File: config.mk
export PLATFORM = sky130hd
export DESIGN_NAME = exposure_dither_sequencer_unit_flat
export DESIGN_NICKNAME = d
export VERILOG_FILES = /design/src/design/eds_pkg.sv /design/src/design/eds_if.sv /design/src/design/eds_cfg_regs.sv /design/src/design/eds_step.sv /design/src/design/exposure_dither_sequencer_unit.sv /design/src/flat_wrapper.sv
export SDC_FILE = /design/constraint.sdc
export NUM_CORES = 1
export LEC_CHECK = 0
export ABC_AREA = 0
export BUFFER_PORTS_ARGS = -buffer_cell sky130_fd_sc_hd__buf_2
export CAP_MARGIN = 40
export CORE_UTILIZATION = 40
export CTS_CLUSTER_DIAMETER = 100
export DETAILED_ROUTE_END_ITERATION = 8
export GPL_ROUTABILITY_DRIVEN = 0
export PLACE_DENSITY = 0.6
export SYNTH_ARGS = -nofsm -noshare
export SYNTH_HDL_FRONTEND = slang
export SYNTH_HIERARCHICAL = 1
export SYNTH_SLANG_ARGS = --single-unit
File: constraint.sdc
create_clock -name clk -period 8.5 [get_ports clk]
set_input_delay 0.85 -clock clk [delete_from_list [all_inputs] [get_ports clk]]
set_output_delay 0.85 -clock clk [all_outputs]
set_load 0.01 [all_outputs]
File: src/design/eds_pkg.sv
`timescale 1ns / 1ps
// eds_pkg: types, codes and constants of the exposure dither sequencer
// no dependencies; used by the interfaces and every module of the block
package eds_pkg;

  // field widths
  localparam int TICK_W     = 12;
  localparam int GAP_W      = 6;
  localparam int FRAME_W    = 14;
  localparam int STEP_W     = 3;
  localparam int DPH_W      = 10;
  localparam int SET_W      = 7;
  localparam int DIST_W     = 8;
  localparam int CFG_IDX_W  = 3;
  localparam int CFG_DATA_W = 14;

  // counter limits
  localparam logic [TICK_W-1:0]  TICKS_MAX  = {TICK_W{1'b1}};
  localparam logic [FRAME_W-1:0] FRAMES_MAX = {FRAME_W{1'b1}};
  localparam logic [TICK_W-1:0]  GAP_MIN    = TICK_W'(2);

  // register reset values
  localparam logic [TICK_W-1:0]  EXPOSURE_RST = TICK_W'(30);
  localparam logic [GAP_W-1:0]   GAP_RST      = GAP_W'(2);
  localparam logic [FRAME_W-1:0] FRAMES_RST   = FRAME_W'(1000);
  localparam logic [STEP_W-1:0]  STEP_RST     = STEP_W'(5);
  localparam logic [DPH_W-1:0]   EVERY_RST    = DPH_W'(2);
  localparam logic [SET_W-1:0]   PRESET_RST   = SET_W'(2);
  localparam logic [SET_W-1:0]   LIMIT_RST    = SET_W'(30);
  localparam logic [SET_W-1:0]   TIMEOUT_RST  = SET_W'(15);

  typedef enum logic [1:0] {
    OP_START = 2'd0,
    OP_TICK  = 2'd1,
    OP_ABORT = 2'd2
  } op_t;

  typedef enum logic [2:0] {
    PH_STOPPED   = 3'd0,
    PH_ARMED     = 3'd1,
    PH_EXPOSING  = 3'd2,
    PH_GAP       = 3'd3,
    PH_PRESETTLE = 3'd4,
    PH_SETTLING  = 3'd5
  } phase_t;

  typedef enum logic [1:0] {
    ACT_NONE    = 2'd0,
    ACT_PRESS   = 2'd1,
    ACT_RELEASE = 2'd2
  } action_t;

  typedef enum logic [3:0] {
    GCMD_NONE    = 4'd0,
    GCMD_DITHER1 = 4'd3,
    GCMD_DITHER2 = 4'd4,
    GCMD_DITHER3 = 4'd5,
    GCMD_REQDIST = 4'd10,
    GCMD_DITHER4 = 4'd12,
    GCMD_DITHER5 = 4'd13
  } gcmd_t;

  typedef enum logic [2:0] {
    EV_NONE        = 3'd0,
    EV_SHUTTER_ERR = 3'd1,
    EV_COMPLETE    = 3'd2,
    EV_ABORTED     = 3'd3,
    EV_GUIDER_ERR  = 3'd4,
    EV_SETTLED     = 3'd5,
    EV_TIMEOUT     = 3'd6
  } event_t;

  typedef enum logic [CFG_IDX_W-1:0] {
    REG_EXPOSURE = 3'd0,
    REG_GAP      = 3'd1,
    REG_FRAMES   = 3'd2,
    REG_STEP     = 3'd3,
    REG_EVERY    = 3'd4,
    REG_PRESET   = 3'd5,
    REG_LIMIT    = 3'd6,
    REG_TIMEOUT  = 3'd7
  } cfg_idx_t;

  typedef struct packed {
    logic [TICK_W-1:0]  exposure_ticks;
    logic [GAP_W-1:0]   gap_ticks;
    logic [FRAME_W-1:0] frame_total;
    logic [STEP_W-1:0]  dither_step;
    logic [DPH_W-1:0]   dither_every;
    logic [SET_W-1:0]   presettle_ticks;
    logic [SET_W-1:0]   settle_limit;
    logic [SET_W-1:0]   settle_timeout_ticks;
  } cfg_t;

  typedef struct packed {
    phase_t             phase;
    logic [TICK_W-1:0]  ticks;
    logic [FRAME_W-1:0] frames;
    logic [DPH_W-1:0]   dphase;
    logic               dsent;
  } seq_state_t;

  typedef struct packed {
    action_t            act;
    gcmd_t              cmd;
    phase_t             phase;
    event_t             ev;
    logic [FRAME_W-1:0] frames;
    logic [TICK_W-1:0]  ticks;
  } seq_result_t;

  // dither size to guider move code, out-of-range sizes clamp
  function automatic gcmd_t dither_code(input logic [STEP_W-1:0] step);
    gcmd_t code;
    unique case (step)
      3'd0, 3'd1: code = GCMD_DITHER1;
      3'd2:       code = GCMD_DITHER2;
      3'd3:       code = GCMD_DITHER3;
      3'd4:       code = GCMD_DITHER4;
      default:    code = GCMD_DITHER5;
    endcase
    return code;
  endfunction

endpackage

File: src/design/eds_if.sv
`timescale 1ns / 1ps
// eds channel interfaces: input item, result item and register write
// depends on eds_pkg for field widths
interface eds_item_if import eds_pkg::*; ();
  logic              valid;
  logic              ready;
  logic [1:0]        operation;
  logic              guider_linked;
  logic              shutter_ok;
  logic              guider_reply_ok;
  logic [DIST_W-1:0] guider_distance;

  modport source (output valid, operation, guider_linked, shutter_ok, guider_reply_ok,
                  guider_distance, input ready);
  modport sink (input valid, operation, guider_linked, shutter_ok, guider_reply_ok,
                guider_distance, output ready);
endinterface

interface eds_result_if import eds_pkg::*; ();
  logic               valid;
  logic               ready;
  logic [1:0]         shutter_action;
  logic [3:0]         guider_command;
  logic [2:0]         phase;
  logic [2:0]         event_code;
  logic [FRAME_W-1:0] frame_index;
  logic [TICK_W-1:0]  tick_count;

  modport source (output valid, shutter_action, guider_command, phase, event_code,
                  frame_index, tick_count, input ready);
  modport sink (input valid, shutter_action, guider_command, phase, event_code,
                frame_index, tick_count, output ready);
endinterface

interface eds_cfg_if import eds_pkg::*; ();
  logic                  valid;
  logic                  ready;
  logic [CFG_IDX_W-1:0]  index;
  logic [CFG_DATA_W-1:0] data;

  modport source (output valid, index, data, input ready);
  modport sink (input valid, index, data, output ready);
endinterface

File: src/design/eds_cfg_regs.sv
`timescale 1ns / 1ps
// eds_cfg_regs: configuration register file of the sequencer
// depends on eds_pkg and eds_cfg_if
module eds_cfg_regs import eds_pkg::*; (
  input  logic      clk,
  input  logic      rst,
  eds_cfg_if.sink   cfg,
  output cfg_t      regs
);

  // writes are always taken
  assign cfg.ready = 1'b1;

  // register writes, each truncated to its own width
  always_ff @(posedge clk) begin
    if (rst) begin
      regs.exposure_ticks       <= EXPOSURE_RST;
      regs.gap_ticks            <= GAP_RST;
      regs.frame_total          <= FRAMES_RST;
      regs.dither_step          <= STEP_RST;
      regs.dither_every         <= EVERY_RST;
      regs.presettle_ticks      <= PRESET_RST;
      regs.settle_limit         <= LIMIT_RST;
      regs.settle_timeout_ticks <= TIMEOUT_RST;
    end else if (cfg.valid) begin
      unique case (cfg_idx_t'(cfg.index))
        REG_EXPOSURE: regs.exposure_ticks       <= cfg.data[TICK_W-1:0];
        REG_GAP:      regs.gap_ticks            <= cfg.data[GAP_W-1:0];
        REG_FRAMES:   regs.frame_total          <= cfg.data[FRAME_W-1:0];
        REG_STEP:     regs.dither_step          <= cfg.data[STEP_W-1:0];
        REG_EVERY:    regs.dither_every         <= cfg.data[DPH_W-1:0];
        REG_PRESET:   regs.presettle_ticks      <= cfg.data[SET_W-1:0];
        REG_LIMIT:    regs.settle_limit         <= cfg.data[SET_W-1:0];
        REG_TIMEOUT:  regs.settle_timeout_ticks <= cfg.data[SET_W-1:0];
        default: ;
      endcase
    end
  end

endmodule

File: src/design/eds_step.sv
`timescale 1ns / 1ps
// eds_step: next state and result of the sequencer for one beat
// depends on eds_pkg
module eds_step import eds_pkg::*; (
  input  cfg_t              regs,
  input  seq_state_t        cur,
  input  logic [1:0]        operation,
  input  logic              linked,
  input  logic              sh_ok,
  input  logic              gd_ok,
  input  logic [DIST_W-1:0] gd_dist,
  output seq_state_t        nxt,
  output seq_result_t       res
);

  logic [TICK_W-1:0]  ticks_inc;
  logic [FRAME_W-1:0] frames_inc;
  logic [DPH_W:0]     dphase_inc;
  logic               dither_wrap;
  logic               dither_due;
  logic               gap_end;
  logic               exp_end;
  logic               preset_end;
  logic               below_limit;
  logic               timed_out;
  action_t            act;
  gcmd_t              cmd;
  event_t             ev;

  // saturating counters and compares
  assign ticks_inc   = (cur.ticks == TICKS_MAX) ? cur.ticks : cur.ticks + 1'b1;
  assign frames_inc  = (cur.frames == FRAMES_MAX) ? cur.frames : cur.frames + 1'b1;
  assign dphase_inc  = {1'b0, cur.dphase} + 1'b1;
  assign dither_wrap = dphase_inc >= {1'b0, regs.dither_every};
  assign dither_due  = (cur.ticks == '0) && linked && dither_wrap;
  assign gap_end     = (ticks_inc >= {{(TICK_W-GAP_W){1'b0}}, regs.gap_ticks}) &&
                       (ticks_inc >= GAP_MIN);
  assign exp_end     = ticks_inc >= regs.exposure_ticks;
  assign preset_end  = ticks_inc >= {{(TICK_W-SET_W){1'b0}}, regs.presettle_ticks};
  assign below_limit = gd_dist < {{(DIST_W-SET_W){1'b0}}, regs.settle_limit};
  assign timed_out   = ticks_inc > {{(TICK_W-SET_W){1'b0}}, regs.settle_timeout_ticks};

  // phase sequencing
  always_comb begin
    nxt = cur;
    act = ACT_NONE;
    cmd = GCMD_NONE;
    ev  = EV_NONE;
    unique case (op_t'(operation))
      OP_START: begin
        nxt.phase = PH_ARMED;
        nxt.ticks = '0;
      end
      OP_ABORT: begin
        act       = ACT_RELEASE;
        nxt.phase = PH_STOPPED;
        ev        = EV_ABORTED;
      end
      OP_TICK: begin
        unique case (cur.phase)
          PH_ARMED: begin
            act        = ACT_PRESS;
            nxt.frames = '0;
            nxt.dphase = '0;
            if (sh_ok) begin
              nxt.phase = PH_EXPOSING;
              nxt.ticks = '0;
            end else begin
              nxt.phase = PH_STOPPED;
              ev        = EV_SHUTTER_ERR;
            end
          end
          PH_EXPOSING: begin
            nxt.ticks = ticks_inc;
            if (exp_end) begin
              act = ACT_RELEASE;
              if (sh_ok) begin
                nxt.phase = PH_GAP;
                nxt.ticks = '0;
                nxt.dsent = 1'b0;
              end else begin
                nxt.phase = PH_STOPPED;
                ev        = EV_SHUTTER_ERR;
              end
            end
          end
          PH_GAP: begin
            if (dither_due) begin
              cmd = dither_code(regs.dither_step);
            end
            if (dither_due && !gd_ok) begin
              // guider failure: retry on the next tick
              ev = EV_GUIDER_ERR;
            end else begin
              if (dither_due) begin
                nxt.dsent = 1'b1;
              end
              nxt.ticks = ticks_inc;
              if (gap_end) begin
                nxt.frames = frames_inc;
                nxt.dphase = dither_wrap ? '0 : dphase_inc[DPH_W-1:0];
                if (frames_inc >= regs.frame_total) begin
                  nxt.phase = PH_STOPPED;
                  ev        = EV_COMPLETE;
                end else if (dither_due || cur.dsent) begin
                  nxt.phase = PH_PRESETTLE;
                  nxt.ticks = '0;
                end else begin
                  act = ACT_PRESS;
                  if (sh_ok) begin
                    nxt.phase = PH_EXPOSING;
                    nxt.ticks = '0;
                  end else begin
                    nxt.phase = PH_STOPPED;
                    ev        = EV_SHUTTER_ERR;
                  end
                end
              end
            end
          end
          PH_PRESETTLE: begin
            nxt.ticks = ticks_inc;
            if (preset_end) begin
              nxt.phase = PH_SETTLING;
              nxt.ticks = '0;
            end
          end
          PH_SETTLING: begin
            nxt.ticks = ticks_inc;
            cmd       = GCMD_REQDIST;
            if (!gd_ok) begin
              ev = EV_GUIDER_ERR;
            end else if (below_limit || timed_out) begin
              act = ACT_PRESS;
              if (sh_ok) begin
                nxt.phase = PH_EXPOSING;
                nxt.ticks = '0;
                ev        = below_limit ? EV_SETTLED : EV_TIMEOUT;
              end else begin
                nxt.phase = PH_STOPPED;
                ev        = EV_SHUTTER_ERR;
              end
            end
          end
          default: ;
        endcase
      end
      default: ;
    endcase
  end

  // result shows the state after the beat
  always_comb begin
    res.act    = act;
    res.cmd    = cmd;
    res.phase  = nxt.phase;
    res.ev     = ev;
    res.frames = nxt.frames;
    res.ticks  = nxt.ticks;
  end

endmodule

File: src/design/exposure_dither_sequencer_unit.sv
`timescale 1ns / 1ps
// exposure_dither_sequencer_unit: top level of the exposure dither sequencer
// depends on eds_pkg, eds_if, eds_cfg_regs and eds_step
// the result of an accepted input beat is registered and shown in the cycle after it is taken
// throughput: one beat per cycle while the result side is ready; the result register frees in the cycle it is taken
// the sequencer state and the result register update on the same edge
// reset: phase stopped, counters zero, registers at their defaults, no result pending
module exposure_dither_sequencer_unit import eds_pkg::*; (
  input logic          clk,
  input logic          rst,
  eds_item_if.sink     item,
  eds_result_if.source result,
  eds_cfg_if.sink      cfg
);

  cfg_t        regs;
  seq_state_t  st;
  seq_state_t  st_next;
  seq_result_t step_res;
  seq_result_t out_res;
  logic        out_valid;
  logic        item_take;

  // configuration registers
  eds_cfg_regs u_cfg (
    .clk  (clk),
    .rst  (rst),
    .cfg  (cfg),
    .regs (regs)
  );

  // per-beat sequencing logic
  eds_step u_step (
    .regs      (regs),
    .cur       (st),
    .operation (item.operation),
    .linked    (item.guider_linked),
    .sh_ok     (item.shutter_ok),
    .gd_ok     (item.guider_reply_ok),
    .gd_dist   (item.guider_distance),
    .nxt       (st_next),
    .res       (step_res)
  );

  // take a beat whenever the result register is free or draining
  assign item.ready = !out_valid || result.ready;
  assign item_take  = item.valid && item.ready;

  // sequencer state
  always_ff @(posedge clk) begin
    if (rst) begin
      st.phase  <= PH_STOPPED;
      st.ticks  <= '0;
      st.frames <= '0;
      st.dphase <= '0;
      st.dsent  <= 1'b0;
    end else if (item_take) begin
      st <= st_next;
    end
  end

  // result register
  always_ff @(posedge clk) begin
    if (rst) begin
      out_valid <= 1'b0;
    end else if (item_take) begin
      out_valid <= 1'b1;
    end else if (result.ready) begin
      out_valid <= 1'b0;
    end
  end

  always_ff @(posedge clk) begin
    if (item_take) begin
      out_res <= step_res;
    end
  end

  assign result.valid          = out_valid;
  assign result.shutter_action = out_res.act;
  assign result.guider_command = out_res.cmd;
  assign result.phase          = out_res.phase;
  assign result.event_code     = out_res.ev;
  assign result.frame_index    = out_res.frames;
  assign result.tick_count     = out_res.ticks;

  // abort always ends in stopped with the aborted event
  a_abort_stops: assert property (@(posedge clk) disable iff (rst)
    item_take && (item.operation == OP_ABORT) |=>
      out_valid && (out_res.phase == PH_STOPPED) && (out_res.ev == EV_ABORTED))
    else $error("abort did not stop the run");

  // a pending result matches the held state
  a_result_state: assert property (@(posedge clk) disable iff (rst)
    out_valid |-> (out_res.phase == st.phase) && (out_res.frames == st.frames) &&
                  (out_res.ticks == st.ticks))
    else $error("result and sequencer state disagree");

  // a press leads to exposing or to a shutter stop
  a_press_phase: assert property (@(posedge clk) disable iff (rst)
    out_valid && (out_res.act == ACT_PRESS) |->
      (out_res.phase == PH_EXPOSING) || (out_res.phase == PH_STOPPED))
    else $error("press outside exposure start");

  // guider errors occur only in gap or settling and keep the phase
  a_guider_err_phase: assert property (@(posedge clk) disable iff (rst)
    item_take && (step_res.ev == EV_GUIDER_ERR) |->
      (st.phase == PH_GAP || st.phase == PH_SETTLING) && (st_next.phase == st.phase))
    else $error("guider error changed the phase");

endmodule

File: src/flat_wrapper.sv
// flat-port wrapper written by rule: the top's interface ports become plain ports
module exposure_dither_sequencer_unit_flat import eds_pkg::*;
  (clk, rst, item_valid, item_operation, item_guider_linked, item_shutter_ok, item_guider_reply_ok, item_guider_distance, item_ready, result_valid, result_shutter_action, result_guider_command, result_phase, result_event_code, result_frame_index, result_tick_count, result_ready, cfg_valid, cfg_index, cfg_data, cfg_ready);
  eds_item_if item_i ();
  eds_result_if result_i ();
  eds_cfg_if cfg_i ();
  input logic clk;
  input logic rst;
  input wire logic [$bits(item_i.valid)-1:0] item_valid;
  input wire logic [$bits(item_i.operation)-1:0] item_operation;
  input wire logic [$bits(item_i.guider_linked)-1:0] item_guider_linked;
  input wire logic [$bits(item_i.shutter_ok)-1:0] item_shutter_ok;
  input wire logic [$bits(item_i.guider_reply_ok)-1:0] item_guider_reply_ok;
  input wire logic [$bits(item_i.guider_distance)-1:0] item_guider_distance;
  output wire logic [$bits(item_i.ready)-1:0] item_ready;
  output wire logic [$bits(result_i.valid)-1:0] result_valid;
  output wire logic [$bits(result_i.shutter_action)-1:0] result_shutter_action;
  output wire logic [$bits(result_i.guider_command)-1:0] result_guider_command;
  output wire logic [$bits(result_i.phase)-1:0] result_phase;
  output wire logic [$bits(result_i.event_code)-1:0] result_event_code;
  output wire logic [$bits(result_i.frame_index)-1:0] result_frame_index;
  output wire logic [$bits(result_i.tick_count)-1:0] result_tick_count;
  input wire logic [$bits(result_i.ready)-1:0] result_ready;
  input wire logic [$bits(cfg_i.valid)-1:0] cfg_valid;
  input wire logic [$bits(cfg_i.index)-1:0] cfg_index;
  input wire logic [$bits(cfg_i.data)-1:0] cfg_data;
  output wire logic [$bits(cfg_i.ready)-1:0] cfg_ready;
  assign item_i.valid = item_valid;
  assign item_i.operation = item_operation;
  assign item_i.guider_linked = item_guider_linked;
  assign item_i.shutter_ok = item_shutter_ok;
  assign item_i.guider_reply_ok = item_guider_reply_ok;
  assign item_i.guider_distance = item_guider_distance;
  assign item_ready = item_i.ready;
  assign result_valid = result_i.valid;
  assign result_shutter_action = result_i.shutter_action;
  assign result_guider_command = result_i.guider_command;
  assign result_phase = result_i.phase;
  assign result_event_code = result_i.event_code;
  assign result_frame_index = result_i.frame_index;
  assign result_tick_count = result_i.tick_count;
  assign result_i.ready = result_ready;
  assign cfg_i.valid = cfg_valid;
  assign cfg_i.index = cfg_index;
  assign cfg_i.data = cfg_data;
  assign cfg_ready = cfg_i.ready;
  exposure_dither_sequencer_unit u_core (.clk(clk), .rst(rst), .item(item_i), .result(result_i), .cfg(cfg_i));
endmodule
---- Word-level counts from Yosys, hierarchy flattened ----
Index checks and enable logic that the tools add are counted.
word-level totals
  bits in registers ....................... 145
  input port bits ......................... 35
  logic and storage cells ................. 136
  output and inout port bits .............. 41
cells by class
  order comparisons ....................... 8
  reductions and logical operators ........ 28
  equality and inequality tests ........... 25
  mux-type cells .......................... 52
  add/subtract/negate cells ............... 3
operators with widths
  operator                                              number
  two-way mux 15 bit                                    6
  one-hot mux 15 bit (5 select lines)                   1
  two-way mux 12 bit                                    4
  one-hot mux 24 bit (2 select lines)                   1
  two-way mux 40 bit                                    1
  two-way mux 39 bit                                    1
  two-way mux 25 bit                                    1
  two-way mux 3 bit                                     8
  one-hot mux 12 bit (2 select lines)                   1
  equality test 3 bit, second input constant            7
  equality test 3 x 2 -> 1 bit, second input constant   6
  one-hot mux 4 bit (4 select lines)                    1
  AND reduction 2 bit                                   8
  adder 14 x 1 -> 14 bit, second input constant         1
  equality test 14 bit, second input constant           1
  >= comparator 14 bit                                  1
  two-way mux 14 bit                                    1
  two-way mux 1 bit                                     13
  adder 12 x 1 -> 12 bit, second input constant         1
  equality test 12 bit, second input constant           1
  >= comparator 12 bit                                  1
  >= comparator 12 x 2 -> 1 bit, second input constant  1
  >= comparator 12 x 6 -> 1 bit                         1
  >= comparator 12 x 7 -> 1 bit                         1
  other kinds (28)                                      47

---- Logic depth before layout (Yosys ltp) ----
Gate-level depths: netlist of the first run.
  depth in word-level cells ............... 11
  mapped depth ............................ 19
  depth with buffers taken out ............ 19

---- Modules after synthesis ----
The synthesis of the first run kept the hierarchy.
modules (own cells, without submodules)
  module                          instances  cells each  area an instance (sq um)
  eds_step                        1          593         3885.0
  exposure_dither_sequencer_unit  1          226         3021.6
  eds_cfg_regs                    1          255         2687.6

---- Worst setup path after synthesis of the first run ----
OpenSTA, ideal clock, no wires.
  path type ............................... register to register
  from .................................... register u_core/st[11] (netlist bit)
  to ...................................... register u_core.out_res (netlist bit u_core/result.tick_count[0]) (data pin)
  stages on the path, launching flop included .. 19
  clock period less this slack ............ 4070 ps
  arrival time ............................ 3818 ps
  data required time ...................... 8249 ps
  slack ................................... 4430 ps
  path through ............................ dfxtp_1 > ha_1 > nand3_1 > nor2_1 > nand4_1 > nor3b_1 > nor2b_1 > xor2_1 > ha_1 > a211o_1 > a21oi_1 > o21ai_0 > nor3_1 > o211ai_1 > o221ai_1 > o311ai_4 > a41oi_1 > o31ai_2 > buf_4
RTL lines
  what                      line                                  source
  start: declaration        exposure_dither_sequencer_unit.sv:17  seq_state_t st;
  start signal: assignment  exposure_dither_sequencer_unit.sv:58  st <= st_next;
  end signal: assignment    exposure_dither_sequencer_unit.sv:75  out_res <= step_res;
  end: declaration          exposure_dither_sequencer_unit.sv:20  seq_result_t out_res;

==> out/qor.txt, run 1 <==
R2R setup slack - 3.47 ns
Clock Sink Count - 145
Combinational Power Share - 0.074
Area share of the largest cell type after synthesis - 0.223
Asr flop ratio synth - 0
Crit path DAT - 5.22 ns
Cells on worst reg2reg path - 17
Worst-path clk slew - 0.06 ns
Syn_nets - 1178
Final setup vio count - 0
Skew final - 0.00828 ns
Internal power - 1.19 mW
Vias in the first global route - 6760
Hpwl dp - 17.0 mm
Library cells used by synthesis - 87
CP most frequent cell - ha_1
Post-route DRC - 0
WP data required - 8.69 ns
Fin. max-slew vios - 0
Die W - 157 um
Inserted Clock Buffers - 17
CP top delay family - simple AND/OR/NAND/NOR gates
Share of cells above drive strength 1 - 0.158
GRT Util Overall - 0.197
PortBufs - 74
Post-cts sizing count - 0
Post-CTS setup buffers - 0
Area leader, netlist - dfxtp_1
Grt ovf - 0
CP peak stage delay - 0.49 ns
Root Buffer Master - clkbuf_16
Vias - 7510
Total negative slack - 0 ns
Hold wc startpoint - u_core/u_cfg/regs[26]
Row Count - 56
Initial detailed-routing violation count - 682
LEAKAGE - 4.46 nW
CP Buf/Inv Count - 0
Sequential fraction of design power - 0.466
Area Growth Syn to Fin - 9.12%
Hold Path Depth - 2
Yosys warns - 6
Outcome - finished clean
First-pass GRT wire length - 37.4 mm
Worst reg2reg startpoint - u_core/st[11]
Top-count cell post-synth - dfxtp_1
Min-delay worst type - register to register
WHS Endpoint - u_core/u_cfg/regs[26]
MaxCap Viol Count - 0
Startpoint Class - register
Cell with the largest stage delay on the worst path - nor3b_1
Fmax achieved - 199 MHz
Min Hold Slack - 0.476 ns
Vias per cell - 5.32
Die Ht - 157 um
I/O pin count - 76
Clock Latency Late Sink - 0.42 ns
Cells after Synth - 1074
Post-synth EDFFs - 38
Initial Util - 0.409
Final Hold Vio Count - 0
RSZ-0062 raised after global routing - no
WL per Instance - 16.5 um
Total power - 1.57 mW
Fin crit period - 5.03 ns
Initial antenna violation count - 0
Cell Area, Synth - 9590 um^2
Net Sw Power - 375 uW
Switching Share - 0.239
Final period utilization - 0.592
Largest net degree at the start of global routing - 83
CTS tree - yes
H-tree levels - 4
Max VDD drop - 104 uV
Die area - 24600 um^2
Core area - 23500 um^2
ANT nets after route - 0
Post-layout util - 0.446
DRT Pass-1 Iters - 6
Synth top area cells - dfxtp_1, edfxtp_1, ha_1
Critical path cell sequence - ha_1, nand3_1, nor2_1, nand4_1, nor3b_1, nor2b_1, xor2_1, ha_1, a211o_1, a21oi_1, o21ai_0, nor3_1, o211ai_1, or2_2, nor4_1, a211oi_1, o311ai_0
Synth top cells by count - dfxtp_1, nor2_1, inv_1
Register area share after synthesis - 0.342
Fill cells - 2296
Number of inserted diodes - 0
R2r endpoint - u_core/result.event_code[0]
Clk buf depth - 2
Slew headroom - 0.429
Crit Path Max Fanout - 10
Most used DFF post-synth - dfxtp_1
Final net count - 1184
Critical Path Sink Type - register
Final WL - 23.3 mm
Seq cells post-synth - 145
Worst-margin pin slew - 0.857 ns
Mean Syn Cell Area - 8.93 um^2
CP Class - register to register
Pwr dens - 150 nW/um^2
Clk pwr share - 0.460
Hold Buf Count CTS - 0
power by group through the flow:
stage	registers, mW	logic [mW]	clock network, mW
after CTS	0.731	0.116	0.738
final	0.731	0.116	0.722
after global placement	0.746	0.112	0
after floorplan	0.750	0.0723	0
after global routing	0.733	0.128	0.767
after detailed placement	0.746	0.116	0
how the worst max path moves through the flow:
stage,depth (start not counted),startpoint,slack (ns),end
6_report,17,u_core/st[11],3.47,u_core/result.event_code[0]
5_1_grt,19,u_core/st[11],3.01,u_core/st[38]
4_1_cts,17,u_core/st[11],3.46,u_core/result.event_code[0]
3_5_place_dp,17,u_core/st[11],3.50,u_core/result.event_code[0]
3_3_place_gp,17,u_core/st[11],3.47,u_core/result.event_code[0]
2_1_floorplan,18,u_core/st[11],4.43,u_core/result.tick_count[0]
placed cells by master, fill, tap and decap left out, types with 5 or more instances in the layout:
cell type	count
a21oi_1	41
a211oi_1	5
xor2_1	9
inv_1	76
nor2_1	82
nand2_1	58
a22o_1	7
and3_1	5
ha_1	69
nor4_1	5
a21oi_2	27
o31ai_1	7
a21bo_1	27
a21o_1	8
nand3_1	64
nor3_1	11
nor2b_1	10
nand4_1	12
dfxtp_1	107
mux2i_1	70
clkbuf_16	19
buf_2	73
nand2b_1	75
xnor2_1	16
a21bo_2	13
buf_4	6
o21ai_0	44
edfxtp_1	38
cell type report:
cell class | instances | area, um^2 | area share
inverter | 77 | 289 | 0.0276
multi-input combinational | 758 | 5470 | 0.523
timing repair buffer | 81 | 458 | 0.0437
sequential | 145 | 3280 | 0.314
tap | 319 | 399 | 0.0381
clock inverter | 7 | 45.0 | 0.00430
clock buffer | 24 | 524 | 0.0501
state kept, by name, summed over array words and instances, names as in the netlist:
register,count
u_core/result.phase,3
u_core/result.frame_index,14
u_core/result.event_code,3
u_core/u_cfg/regs,66
u_core/result.valid,1
u_core/result.shutter_action,2
u_core/result.guider_command,4
u_core/result.tick_count,12
u_core/st,40
cell families (layout without fill, tap and decap cells):
group / after synthesis / after routing / share of synthesized area
AOI/OAI and AO/OA: 232 / 232 / 0.183
xor gates and xnor gates: 25 / 25 / 0.0228
adders and majority gates: 69 / 69 / 0.0900
buffers and inverters: 171 / 189 / 0.0884
DFF: 145 / 145 / 0.342
muxes: 71 / 71 / 0.0742
other: 1 / 1 / 0.000391
and+or+nand+nor: 360 / 360 / 0.199
metal layers:
layer | routed length [um] | share of wire | GRT usage | up-vias
met5 | 0 | 0 | 0 | -
met3 | 1130 | 0.048 | 0.0277 | 17
met4 | 318 | 0.014 | 0.0649 | 0
met2 | 9330 | 0.40 | 0.274 | 217
li1 | - | - | - | 3761
met1 | 12600 | 0.54 | 0.304 | 3515
per-stage QoR:
step / cells / setup slack [ns] / instance area [um^2]
floorplan: 1074 / 4.43 / 9590
global placement: 1378 / 3.47 / 9850
detailed placement: 1380 / 3.50 / 9900
CTS: 1411 / 3.46 / 10500
global route: 1411 / 3.01 / 10500
finish: 1411 / 3.47 / 10500
worst reg2reg max path, delay by kind of cell (launching register included):
kind                     cells  cell delay [ns]
AND/OR/NAND/NOR              8             2.42
AO/OA/AOI/OAI                6             1.25
adder cells (fa/ha/maj)      2             0.52
flip-flops                   1             0.37
XOR/XNOR                     1             0.23
(Power assumes the default switching activity.)
==> run 2: changes to the inputs <==
--- a/config.mk
+++ b/config.mk
@@ -12,7 +12,7 @@
 export CTS_CLUSTER_DIAMETER = 100
 export DETAILED_ROUTE_END_ITERATION = 8
 export GPL_ROUTABILITY_DRIVEN = 0
-export PLACE_DENSITY = 0.6
+export PLACE_DENSITY = 0.62
 export SYNTH_ARGS = -nofsm -noshare
 export SYNTH_HDL_FRONTEND = slang
 export SYNTH_HIERARCHICAL = 1
==> constraint.sdc (replaced) <==
create_clock -name clk -period 4.4 [get_ports clk]
set_input_delay 0.44 -clock clk [delete_from_list [all_inputs] [get_ports clk]]
set_output_delay 0.44 -clock clk [all_outputs]
set_load 0.01 [all_outputs]
==> run 2 against run 1 <==
- critical path depth shrank 1
- clock power increased by 100%
- largest power group is now the clock network
- combinational power rose by 93%
- sequential share of layout area is 0.46 points lower
- sequential cell count unchanged
- design area increased by 1.6%
- critical endpoint is now u_core/st[25]
- via count is 1.3% higher
- total power grew 98%
- register-to-register slack lost 3.3 ns
- critical path type unchanged
- sequential power grew 93%
==> out/qor.txt, run 2 (synthesis gave the netlist of run 1 again) <==
Outcome - finished clean
Vias - 7610 (+1.3%)
CP most frequent cell - ha_1
Commonest non-fill, non-tap cell in the layout - dfxtp_1
Skew final - 0.0113 ns (+0.00302 ns)
Clock Sink Count - 145 (unchanged)
Grt ovf - 0 (unchanged)
Worst-path clk slew - 0.06 ns (about the same)
Clock Latency Late Sink - 0.42 ns (about the same)
Inserted Clock Buffers - 17 (unchanged)
Clk buf depth - 2 (unchanged)
Hold Buf Count CTS - 0 (unchanged)
MaxCap Viol Count - 0 (unchanged)
Worst-margin pin slew - 0.898 ns (+0.0407 ns)
Most flop-heavy register - u_core/u_cfg/regs
Initial Util - 0.409 (unchanged)
WP data required - 4.75 ns (-3.94 ns)
Initial detailed-routing violation count - 618 (-9.4%)
Critical Path Sink Type - register
Placed insts - 1389 (+0.65%)
Largest net degree at the start of global routing - 84 (+1.2%)
Core area - 23500 um^2 (unchanged)
WL per Instance - 16.7 um (+0.80%)
Post-CTS setup buffers - 0 (unchanged)
PnR worst setup slack - 0.206 ns (-3.26 ns)
CP Class - register to register
Total negative slack - 0 ns (unchanged)
DRT Pass-1 Iters - 5 (-1)
Cell with the largest stage delay on the worst path - mux2_2
Max reg flops - 66 (unchanged)
Final period utilization - 0.953 (+0.361)
Fin crit period - 4.19 ns (-0.835 ns)
CP top delay family - compound AO/OA/AOI/OAI gates
DP Worst Slack - 0.182 ns (-3.31 ns)
Post-route DRC - 0 (unchanged)
ANT nets after route - 0 (unchanged)
Crit path DAT - 4.54 ns (-0.68 ns)
Post-Layout Cell Count - 1422 (+0.78%)
CP peak stage delay - 0.42 ns (-0.07 ns)
Fmax achieved - 238 MHz (+20%)
Startpoint Class - register
PortBufs - 74 (unchanged)
Crit Path Max Fanout - 9 (-1)
LEAKAGE - 4.53 nW (+1.7%)
Die area - 24600 um^2 (unchanged)
Row Count - 56 (unchanged)
Share of cells above drive strength 1 - 0.172 (+0.0140)
Hpwl dp - 17.3 mm (+1.6%)
Fin. max-slew vios - 0 (unchanged)
Final Hold Vio Count - 0 (unchanged)
Slew headroom - 0.402 (-0.0271)
Root Buffer Master - clkbuf_16
Min-delay worst type - input port to register
I/O pin count - 76 (unchanged)
Final net count - 1193 (+0.76%)
GRT Util Overall - 0.196 (-0.000904)
Pwr dens - 293 nW/um^2 (+95%)
Vias in the first global route - 6733 (-0.40%)
Most frequent cells in the layout - dfxtp_1, nor2_1, inv_1
Max VDD drop - 236 uV (+130%)
Area Growth Syn to Fin - 10.8%
Vias per cell - 5.35 (+0.55%)
Die W - 157 um (unchanged)
H-tree levels - 4 (unchanged)
Final setup vio count - 0 (unchanged)
Final WL - 23.7 mm (+1.6%)
First-pass GRT wire length - 37.1 mm (-0.63%)
Critical path cell sequence - ha_1, nand4_4, nor3_1, buf_4, mux2_2, ha_1, nor2b_1, o21ai_0, a211oi_1, a311o_1, o221a_2, o311ai_4, o21ai_4, o31ai_2, nand3_1, a21oi_2
CP Buf/Inv Count - 1 (+1)
Initial antenna violation count - 1 (+1)
CTS tree - yes
Die Ht - 157 um (unchanged)
[run 2: worst paths after layout]
check | startpoint | cells after the start | slack, ns | to
setup reg to reg | u_core/st[26] | 16 | 0.21 | u_core/st[25]
setup / recovery | u_core/st[26] | 16 | 0.21 | u_core/st[25]
hold reg to reg | u_core/u_cfg/regs[47] | 2 | 0.47 | u_core/u_cfg/regs[47]
hold / removal | cfg_data[13] | 3 | 0.28 | u_core/u_cfg/regs[47]
[run 2: cell type report]
cell class	instances	area, um^2
diodes	1	2.50
clock buffers	24	502
clock inverters	8	101
fillers	2268	12800
inverters	77	289
multi-input cells	758	5510
flip-flops and latches	145	3290
well taps	319	399
repair buffers	90	538
[run 2: power breakdown]
| part | internal (mW) | switching [mW] | leakage (nW) |
|---|---|---|---|
| sequential | 1.40 | 0.0141 | 1.25 |
| combinational | 0.0793 | 0.145 | 2.99 |
| clock | 0.911 | 0.564 | 0.297 |
| total | 2.39 | 0.723 | 4.53 |
[run 2: layer usage]
layer / GRT usage / share of wire / vias to the layer above
met1: 0.295 / 0.52 / 3602
met2: 0.286 / 0.43 / 209
met4: 0.0560 / 0.0069 / 0
met3: 0.0282 / 0.048 / 14
li1: - / - / 3785
met5: 0 / 0 / -
[run 2: tightest hold or removal path, stage by stage]
cell	delay (ns)
buf_2	0.09
nand2b_1	0.06
mux2i_1	0.06
[run 2: through the flow]
| stage | util | hold slack (ns) | power (mW) | area [um^2] |
|---|---|---|---|---|
| floorplan | - | 0.449 | 1.59 | 9590 |
| CTS | 0.451 | 0.266 | 3.14 | 10600 |
| global route | 0.453 | 0.277 | 3.23 | 10600 |
| global placement | 0.423 | 0.462 | 1.66 | 9920 |
| detailed placement | 0.425 | 0.463 | 1.66 | 9980 |
| finish | 0.453 | 0.277 | 3.11 | 10600 |
[run 2: timing repair]
action	CTS	global route
gates resized for setup	0	13
setup endpoints to repair	0	34
endpoints found under the hold margin	0	0
